File: config.mk
export PLATFORM = sky130hd
export DESIGN_NAME = wildcard_byte_signature_scan_unit
export DESIGN_NICKNAME = d
export VERILOG_FILES = /design/src/sv/wbss_pkg.sv /design/src/sv/wbss_cfg_regs.sv /design/src/sv/wbss_window.sv /design/src/sv/wildcard_byte_signature_scan_unit.sv
export SDC_FILE = /design/constraint.sdc
export NUM_CORES = 2
export LEC_CHECK = 0
export BUFFER_PORTS_ARGS = -buffer_cell sky130_fd_sc_hd__buf_2
export CORE_UTILIZATION = 25
export DETAILED_ROUTE_END_ITERATION = 10
export PLACE_DENSITY = 0.45
export SLEW_MARGIN = 20
export SYNTH_ARGS = -nofsm -noshare
export SYNTH_HDL_FRONTEND = slang
export SYNTH_SLANG_ARGS = --single-unit
File: constraint.sdc
create_clock -name clk_i -period 9.2 [get_ports clk_i]
set_input_delay 1.84 -clock clk_i [delete_from_list [all_inputs] [get_ports clk_i]]
set_output_delay 1.84 -clock clk_i [all_outputs]
set_load 0.005 [all_outputs]
File: src/sv/wbss_pkg.sv
// Package for the wildcard byte signature scan unit.
// Holds the request/result payload types, the configuration register map
// and the shared widths; no dependencies.
package wbss_pkg;

  localparam int unsigned DataW    = 8;
  localparam int unsigned AddrW    = 48;
  localparam int unsigned CfgDataW = 64;
  localparam int unsigned CfgIdxW  = 3;
  localparam int unsigned PatRegs  = 4;
  localparam int unsigned SigBytes = 32;
  localparam int unsigned LenW     = 6;

  typedef enum logic [CfgIdxW-1:0] {
    CFG_PAT_0_7   = 3'd0,
    CFG_PAT_8_15  = 3'd1,
    CFG_PAT_16_23 = 3'd2,
    CFG_PAT_24_31 = 3'd3,
    CFG_CARE_MASK = 3'd4,
    CFG_PAT_LEN   = 3'd5
  } cfg_idx_e;

  typedef struct packed {
    logic [DataW-1:0] data_byte;
    logic [AddrW-1:0] byte_address;
    logic             first_of_region;
    logic             first_of_search;
    logic             last_of_search;
  } scan_req_t;

  typedef struct packed {
    logic             found;
    logic [AddrW-1:0] match_address;
  } scan_rsp_t;

  typedef struct packed {
    logic [PatRegs-1:0][CfgDataW-1:0] pattern;
    logic [SigBytes-1:0]              care_mask;
    logic [LenW-1:0]                  pattern_length;
  } scan_cfg_t;

  typedef struct packed {
    logic      valid;
    scan_rsp_t rsp;
  } scan_res_t;

endpackage

File: src/sv/wbss_cfg_regs.sv
// Configuration register file of the signature scan unit.
// Depends on wbss_pkg for the register map and the scan_cfg_t bundle.
module wbss_cfg_regs (
  input  logic                          clk_i,
  input  logic                          rst_ni,
  input  logic                          cfg_we_i,
  input  logic [wbss_pkg::CfgIdxW-1:0]  cfg_idx_i,
  input  logic [wbss_pkg::CfgDataW-1:0] cfg_wdata_i,
  output wbss_pkg::scan_cfg_t           cfg_o
);

  wbss_pkg::scan_cfg_t cfg_d, cfg_q;

  always_comb begin
    cfg_d = cfg_q;
    if (cfg_we_i) begin
      unique case (wbss_pkg::cfg_idx_e'(cfg_idx_i))
        wbss_pkg::CFG_PAT_0_7:   cfg_d.pattern[0] = cfg_wdata_i;
        wbss_pkg::CFG_PAT_8_15:  cfg_d.pattern[1] = cfg_wdata_i;
        wbss_pkg::CFG_PAT_16_23: cfg_d.pattern[2] = cfg_wdata_i;
        wbss_pkg::CFG_PAT_24_31: cfg_d.pattern[3] = cfg_wdata_i;
        wbss_pkg::CFG_CARE_MASK:
          cfg_d.care_mask = cfg_wdata_i[wbss_pkg::SigBytes-1:0];
        wbss_pkg::CFG_PAT_LEN:
          cfg_d.pattern_length = cfg_wdata_i[wbss_pkg::LenW-1:0];
        default: cfg_d = cfg_q;
      endcase
    end
  end

  always_ff @(posedge clk_i or negedge rst_ni) begin
    if (!rst_ni) begin
      cfg_q.pattern        <= '0;
      cfg_q.care_mask      <= '0;
      cfg_q.pattern_length <= wbss_pkg::LenW'(1);
    end else begin
      cfg_q <= cfg_d;
    end
  end

  assign cfg_o = cfg_q;

endmodule

File: src/sv/wbss_window.sv
// Byte window, fill count and search-done flag with the parallel
// wildcard compare. Depends on wbss_pkg for payload and config types.
module wbss_window #(
  parameter int unsigned MaxBytes = 32
) (
  input  logic                clk_i,
  input  logic                rst_ni,
  input  logic                step_i,
  input  wbss_pkg::scan_req_t req_i,
  input  wbss_pkg::scan_cfg_t cfg_i,
  output wbss_pkg::scan_res_t res_o
);

  localparam int unsigned IdxW  = (MaxBytes > 1) ? $clog2(MaxBytes) : 1;
  localparam int unsigned FillW = $clog2(MaxBytes + 1);
  localparam int unsigned LenW  = wbss_pkg::LenW;
  localparam int unsigned AddrW = wbss_pkg::AddrW;
  localparam int unsigned DataW = wbss_pkg::DataW;

  logic [MaxBytes-1:0][DataW-1:0] win_q, win_d;
  logic [FillW-1:0]               fill_q, fill_d, fill_base;
  logic                           done_q, done_d, done_eff;
  logic [LenW-1:0]                len_u;
  logic [wbss_pkg::PatRegs*wbss_pkg::CfgDataW-1:0] sig_flat;
  logic                           lanes_ok, match;

  assign sig_flat = cfg_i.pattern;
  assign done_eff = done_q & ~req_i.first_of_search;

  always_comb begin
    if (cfg_i.pattern_length > LenW'(MaxBytes)) begin
      len_u = LenW'(MaxBytes);
    end else begin
      len_u = cfg_i.pattern_length;
    end
  end

  always_comb begin
    fill_base = (req_i.first_of_search | req_i.first_of_region) ? '0 : fill_q;
    if (fill_base < FillW'(MaxBytes)) begin
      fill_d = fill_base + FillW'(1);
    end else begin
      fill_d = fill_base;
    end
    win_d[0] = req_i.data_byte;
    for (int k = 1; k < MaxBytes; k++) begin
      win_d[k] = win_q[k-1];
    end
  end

  always_comb begin
    logic [LenW-1:0] idx;
    lanes_ok = 1'b1;
    idx      = '0;
    for (int i = 0; i < MaxBytes; i++) begin
      idx = len_u - LenW'(i) - LenW'(1);
      if ((LenW'(i) < len_u) && cfg_i.care_mask[i] &&
          (sig_flat[8*i +: 8] != win_d[idx[IdxW-1:0]])) begin
        lanes_ok = 1'b0;
      end
    end
  end

  assign match  = (len_u != '0) && (LenW'(fill_d) >= len_u) && lanes_ok;
  assign done_d = done_eff | match | req_i.last_of_search;

  always_comb begin
    res_o.valid             = ~done_eff & (match | req_i.last_of_search);
    res_o.rsp.found         = match;
    res_o.rsp.match_address = '0;
    if (match) begin
      res_o.rsp.match_address = req_i.byte_address - AddrW'(len_u) + AddrW'(1);
    end
  end

  always_ff @(posedge clk_i or negedge rst_ni) begin
    if (!rst_ni) begin
      fill_q <= '0;
      done_q <= 1'b0;
    end else if (step_i) begin
      done_q <= done_d;
      if (!done_eff) begin
        fill_q <= fill_d;
      end
    end
  end

  always_ff @(posedge clk_i) begin
    if (step_i && !done_eff) begin
      win_q <= win_d;
    end
  end

`ifndef SYNTHESIS
  a_result_sets_done: assert property (@(posedge clk_i) disable iff (!rst_ni)
    step_i && res_o.valid |=> done_q)
    else $error("search not closed after a result");

  a_done_is_silent: assert property (@(posedge clk_i) disable iff (!rst_ni)
    done_q && !req_i.first_of_search |-> !res_o.valid)
    else $error("result given after the search finished");

  a_fill_bound: assert property (@(posedge clk_i) disable iff (!rst_ni)
    fill_q <= FillW'(MaxBytes))
    else $error("window fill beyond depth");

  a_short_fill_no_match: assert property (@(posedge clk_i) disable iff (!rst_ni)
    step_i && req_i.first_of_region && (len_u > LenW'(1)) |-> !match)
    else $error("match spans a region start");
`endif

endmodule

File: src/sv/wildcard_byte_signature_scan_unit.sv
// Top level of the wildcard byte signature scan unit.
// Depends on wbss_pkg, wbss_cfg_regs and wbss_window.
//
// Requests (one memory byte with its address and search/region flags)
// enter on the in_valid_i/in_ready_o channel; results leave on the
// out_valid_o/out_ready_i channel. A request is held in an input register,
// matched against the byte window, and any result lands in the output
// register, which drives out_valid_o. One request per cycle is taken while
// the receiver does not stall; the single window compare stage sets it.
// A request causes at most one result: found with the start address of
// the match, or not-found on the last byte of a search without a match.
// After a result, bytes are dropped until a request opens a new search.
// When the receiver stalls, the result register holds and the input
// register fills; in_ready_o falls only while both are occupied.
// Reset empties both registers, the window fill count and the done flag, and
// loads the configuration defaults (pattern length one, all bytes wildcard).
// Configuration writes via cfg_we_i take effect on the next cycle.
module wildcard_byte_signature_scan_unit #(
  parameter int unsigned MAX_PATTERN_BYTES = 32
) (
  input  logic                          clk_i,
  input  logic                          rst_ni,
  input  logic                          in_valid_i,
  output logic                          in_ready_o,
  input  wbss_pkg::scan_req_t           in_req_i,
  output logic                          out_valid_o,
  input  logic                          out_ready_i,
  output wbss_pkg::scan_rsp_t           out_result_o,
  input  logic                          cfg_we_i,
  input  logic [wbss_pkg::CfgIdxW-1:0]  cfg_idx_i,
  input  logic [wbss_pkg::CfgDataW-1:0] cfg_wdata_i
);

  wbss_pkg::scan_cfg_t cfg;
  wbss_pkg::scan_req_t req_q;
  wbss_pkg::scan_rsp_t rsp_q;
  wbss_pkg::scan_res_t res;
  logic                req_valid_q, req_valid_d;
  logic                rsp_valid_q, rsp_valid_d;
  logic                advance;

  wbss_cfg_regs u_cfg (
    .clk_i       (clk_i),
    .rst_ni      (rst_ni),
    .cfg_we_i    (cfg_we_i),
    .cfg_idx_i   (cfg_idx_i),
    .cfg_wdata_i (cfg_wdata_i),
    .cfg_o       (cfg)
  );

  wbss_window #(
    .MaxBytes (MAX_PATTERN_BYTES)
  ) u_window (
    .clk_i  (clk_i),
    .rst_ni (rst_ni),
    .step_i (advance),
    .req_i  (req_q),
    .cfg_i  (cfg),
    .res_o  (res)
  );

  assign advance    = req_valid_q & (~rsp_valid_q | out_ready_i);
  assign in_ready_o = ~req_valid_q | advance;

  always_comb begin
    req_valid_d = req_valid_q;
    if (in_ready_o) begin
      req_valid_d = in_valid_i;
    end
    rsp_valid_d = rsp_valid_q & ~out_ready_i;
    if (advance) begin
      rsp_valid_d = res.valid;
    end
  end

  always_ff @(posedge clk_i or negedge rst_ni) begin
    if (!rst_ni) begin
      req_valid_q <= 1'b0;
      rsp_valid_q <= 1'b0;
    end else begin
      req_valid_q <= req_valid_d;
      rsp_valid_q <= rsp_valid_d;
    end
  end

  always_ff @(posedge clk_i) begin
    if (in_ready_o && in_valid_i) begin
      req_q <= in_req_i;
    end
    if (advance && res.valid) begin
      rsp_q <= res.rsp;
    end
  end

  assign out_valid_o  = rsp_valid_q;
  assign out_result_o = rsp_q;

`ifndef SYNTHESIS
  a_no_overwrite: assert property (@(posedge clk_i) disable iff (!rst_ni)
    out_valid_o && !out_ready_i |-> !advance)
    else $error("result register overwritten while stalled");

  a_notfound_zero: assert property (@(posedge clk_i) disable iff (!rst_ni)
    out_valid_o && !out_result_o.found |-> out_result_o.match_address == '0)
    else $error("not-found result with nonzero address");

  a_pipe_full_stalls: assert property (@(posedge clk_i) disable iff (!rst_ni)
    req_valid_q && !advance |-> !in_ready_o)
    else $error("input register overwritten while held");
`endif

endmodule

==> flow_metrics.py <==
metrics = {
    "grt": {
        "grt_max_degree": 141,
        "grt_pass1_wl_um": 426000,
        "grt_pass1_vias": 48552,
        "antenna_found_initial": 26,
        "grt_overflow": 0,
        "grt_usage_pct": 27.3,
    },
    "place": {
        "gp_congestion": 1.07,
        "dp_hpwl_um": 241000,
        "postPlaceCellArea_mm2": 0.0606,
        "place_ws_ps": 1380,
        "dp_cells": 8454,
        "port_buffers": 181,
    },
    "setup_path": {
        "crit_path_top_delay_cell": "mux2i_1",
        "critPathRequiredTime_ps": 9800,
        "criticalPathCategory": "reg -> reg",
        "cp_top_family": "simple AND/OR/NAND/NOR gates",
        "worst-endpoint-arrival_ps": 8640,
        "cp-end-kind": "flip-flop",
        "critPathLaunchType": "flip-flop",
        "cp_cell_sequence": "nand2b_4 > buf_4 > buf_12 > mux2i_1 > a211oi_1 > nor4_4 > xnor2_1 > a2111oi_0 > o21ai_0 > a22oi_1 > nand4b_1 > or4_4 > nor4_4 > buf_4 > and2_4 > nor3b_1",
        "max_stage_delay_ps": 780,
        "cp_num_buf_inv": 3,
        "path_max_fanout": 69,
    },
    "synthesis": {
        "avgSynthCellArea_um2": 10.1,
        "syn-num-nets": 5704,
        "yosysWarnings": 0,
        "synth_cells": 5510,
        "synth_seq_cells": 659,
        "synth_edf_count": 356,
        "synthFlopType": "edfxtp_1",
        "netlist_area_mm2": 0.0559,
        "seq_area_frac_synth_pct": 32.7,
        "yosys.cell_types.count": 113,
        "synthArstFlopShare_pct": 46.0,
    },
    "cells_and_area": {
        "fin_nets": 5761,
        "final_cells": 8626,
        "stdcell_area_mm2": 0.0635,
        "synthToLayoutAreaGrowth_pct": 13.8,
        "final_core_util_pct": 28.6,
        "n_fill_cell": 23288,
        "drive_above_1_share_pct": 22.2,
    },
    "floorplan": {
        "start_util_pct": 25.1,
        "fp.dieH_um": 475,
        "die_w_um": 475,
        "rows": 173,
        "pin_count": 182,
        "core_area_mm2": 0.222,
        "fp.dieArea_mm2": 0.225,
    },
    "cts": {
        "cts_buffers": 84,
        "cts_setup_buffers": 0,
        "worstSkewPairLatency_ps": 780,
        "clk_pin_slew_ps": 70,
        "ctsHoldBuffers": 0,
        "cts_root_buf": "clkbuf_16",
        "cts_buffer_depth": 3,
        "cts_tree": "done",
        "clock-sinks": 659,
        "ctsResizeCount": 0,
        "htree_levels": 3,
    },
    "drt": {
        "drtAntennaViolNets": 0,
        "dr.pass1.iters": 6,
        "drc": 0,
        "wirelength_um": 317000,
        "avgRoutedWirePerCell_um": 36.7,
        "vias": 51859,
        "via_per_inst": 6.01,
        "drtIter0Drc": 7653,
    },
    "sta": {
        "fin_worst_skew_ps": 72.3,
        "hold_viol": 0,
        "period_needed_ps": 8040,
        "fin_ws_ps": 1160,
        "rsz0062_at_grt": "false",
        "fmax_mhz": 124,
        "drv_slew": 0,
        "max_slew_margin_pct": 17.8,
        "tightest_slew_ps": 1230,
        "fin_setup_tns_ps": 0,
        "fin_crit_sh_pct": 87.4,
        "setup-violations-final": 0,
    },
    "power": {
        "power_density_mw_per_mm2": 329,
        "p_leak_nw": 24.4,
        "ir_worst_vdd_v": 0.000175,
    },
    "worst_hold_path": {
        "hold_path.class": "reg -> reg",
    },
    "flow_run": {
        "drv_cap": 0,
    },
    "run_status": {
        "status": "completed",
    },
}
-- per-stage QoR --
stage                     hold slack, ps  power, mW
after floorplan                      425       12.0
after global placement               484       16.9
after detailed placement             494       16.9
after CTS                            510       20.5
after global routing                 533       21.5
final                                512       20.9
-- metal layers --
metal / up-vias / wire, um / GRT usage (%)
met1: 26430 / 132000 / 35.9
met4: 16 / 21000 / 15.0
li1: 21414 / - / -
met3: 779 / 32100 / 7.90
met2: 3220 / 132000 / 39.8
met5: - / 89 / 0
-- area by class of cell --
| cell class | count | area, um^2 | area share, % |
|---|---|---|---|
| repair buffers | 411 | 2870 | 4.52 |
| flip-flops and latches | 659 | 18300 | 28.8 |
| clock inverters | 45 | 477 | 0.750 |
| well taps | 2975 | 3720 | 5.86 |
| multi-input cells | 4286 | 35300 | 55.6 |
| diodes | 12 | 30.0 | 0.0473 |
| clock buffers | 113 | 2370 | 3.73 |
| inverters | 125 | 487 | 0.766 |
-- registers in the layout, indices dropped and copies added (netlist names) --
| signal | cells |
|---|---|
| out_result_o | 49 |
| out_valid_o | 1 |
| req_q | 59 |
| req_valid_q | 1 |
| u_cfg.cfg_o | 294 |
| u_window.done_q | 1 |
| u_window.fill_q | 6 |
| u_window.win_d | 248 |
-- where the power goes --
part | total [mW] | internal, mW | switching [mW]
Sequential | 4.63 | 3.68 | 0.951
Clock | 3.46 | 1.93 | 1.53
Combinational | 12.8 | 4.53 | 8.28
-- logic make-up (layout without fill, tap and decap cells) --
kind of cell	after synthesis	count (layout)	share of synthesized area, %
AOI/OAI and AO/OA	1334	1334	16.7
and+or+nand+nor	1295	1295	12.2
muxes	1164	1164	25.3
DFF	659	659	32.7
buffers and inverters	565	694	4.79
xor gates and xnor gates	430	430	6.82
adders and majority gates	63	63	1.42
other	0	12	0
-- worst register-to-register path: cells and delay by family, from the launching register on --
kind,cells,cell delay [ps]
simple gates,7,3350
compound gates,4,1710
buf+inv,3,1180
mux,1,790
flops,1,680
xor+xnor,1,130
-- path summary, 6_finish.rpt --
check,end,start,cells after the start,slack [ps]
setup / recovery,out_result_o[0]$_SDFFCE_PN0P_,u_cfg.cfg_o[5]$_DFFE_PN0P_,16,1160
hold / removal,u_cfg.cfg_o[28]$_DFFE_PN0P_,u_cfg.cfg_o[28]$_DFFE_PN0P_,1,510
setup reg to reg,out_result_o[0]$_SDFFCE_PN0P_,u_cfg.cfg_o[5]$_DFFE_PN0P_,16,1160
hold reg to reg,u_cfg.cfg_o[28]$_DFFE_PN0P_,u_cfg.cfg_o[28]$_DFFE_PN0P_,1,510
max in group asynchronous,u_cfg.cfg_o[3]$_DFFE_PN0P_,rst_ni,2,6760
min in group asynchronous,u_cfg.cfg_o[178]$_DFFE_PN0P_,rst_ni,1,1050
-- cells in the mapped netlist (39+ instances only) --
cell	instances	area, um^2
a2111oi_0	56	490
a211oi_1	133	998
a21o_1	49	368
a21oi_1	250	1250
a221oi_1	50	438
a22oi_1	52	390
a31oi_1	52	325
and3_1	66	413
and3b_1	52	455
buf_2	175	876
buf_4	45	338
clkbuf_1	160	601
dfrtp_1	302	7560
edfxtp_1	356	10700
ha_1	62	776
inv_1	121	454
mux2_2	416	4680
mux2i_1	586	5870
mux4_2	156	3510
nand2_1	388	1460
nand3_1	132	661
nand4_1	39	244
nor2_1	235	882
nor2b_1	47	294
nor3_1	80	400
o211ai_1	71	533
o21ai_0	180	901
o221ai_1	52	455
o22ai_1	105	657
xnor2_1	235	2060
xor2_1	191	1670
-- cell usage in the layout, fill, tap and decap left out, types with 105 or more instances in the layout --
master / synthesis / routed
mux2i_1: 586 / 574
mux2_2: 416 / 416
nand2_1: 388 / 387
edfxtp_1: 356 / 356
dfrtp_1: 302 / 298
a21oi_1: 250 / 246
xnor2_1: 235 / 232
nor2_1: 235 / 229
buf_4: 45 / 212
xor2_1: 191 / 191
buf_2: 175 / 180
o21ai_0: 180 / 179
mux4_2: 156 / 156
a211oi_1: 133 / 133
nand3_1: 132 / 132
inv_1: 121 / 119
o22ai_1: 105 / 105
(Power assumes the default switching activity.)
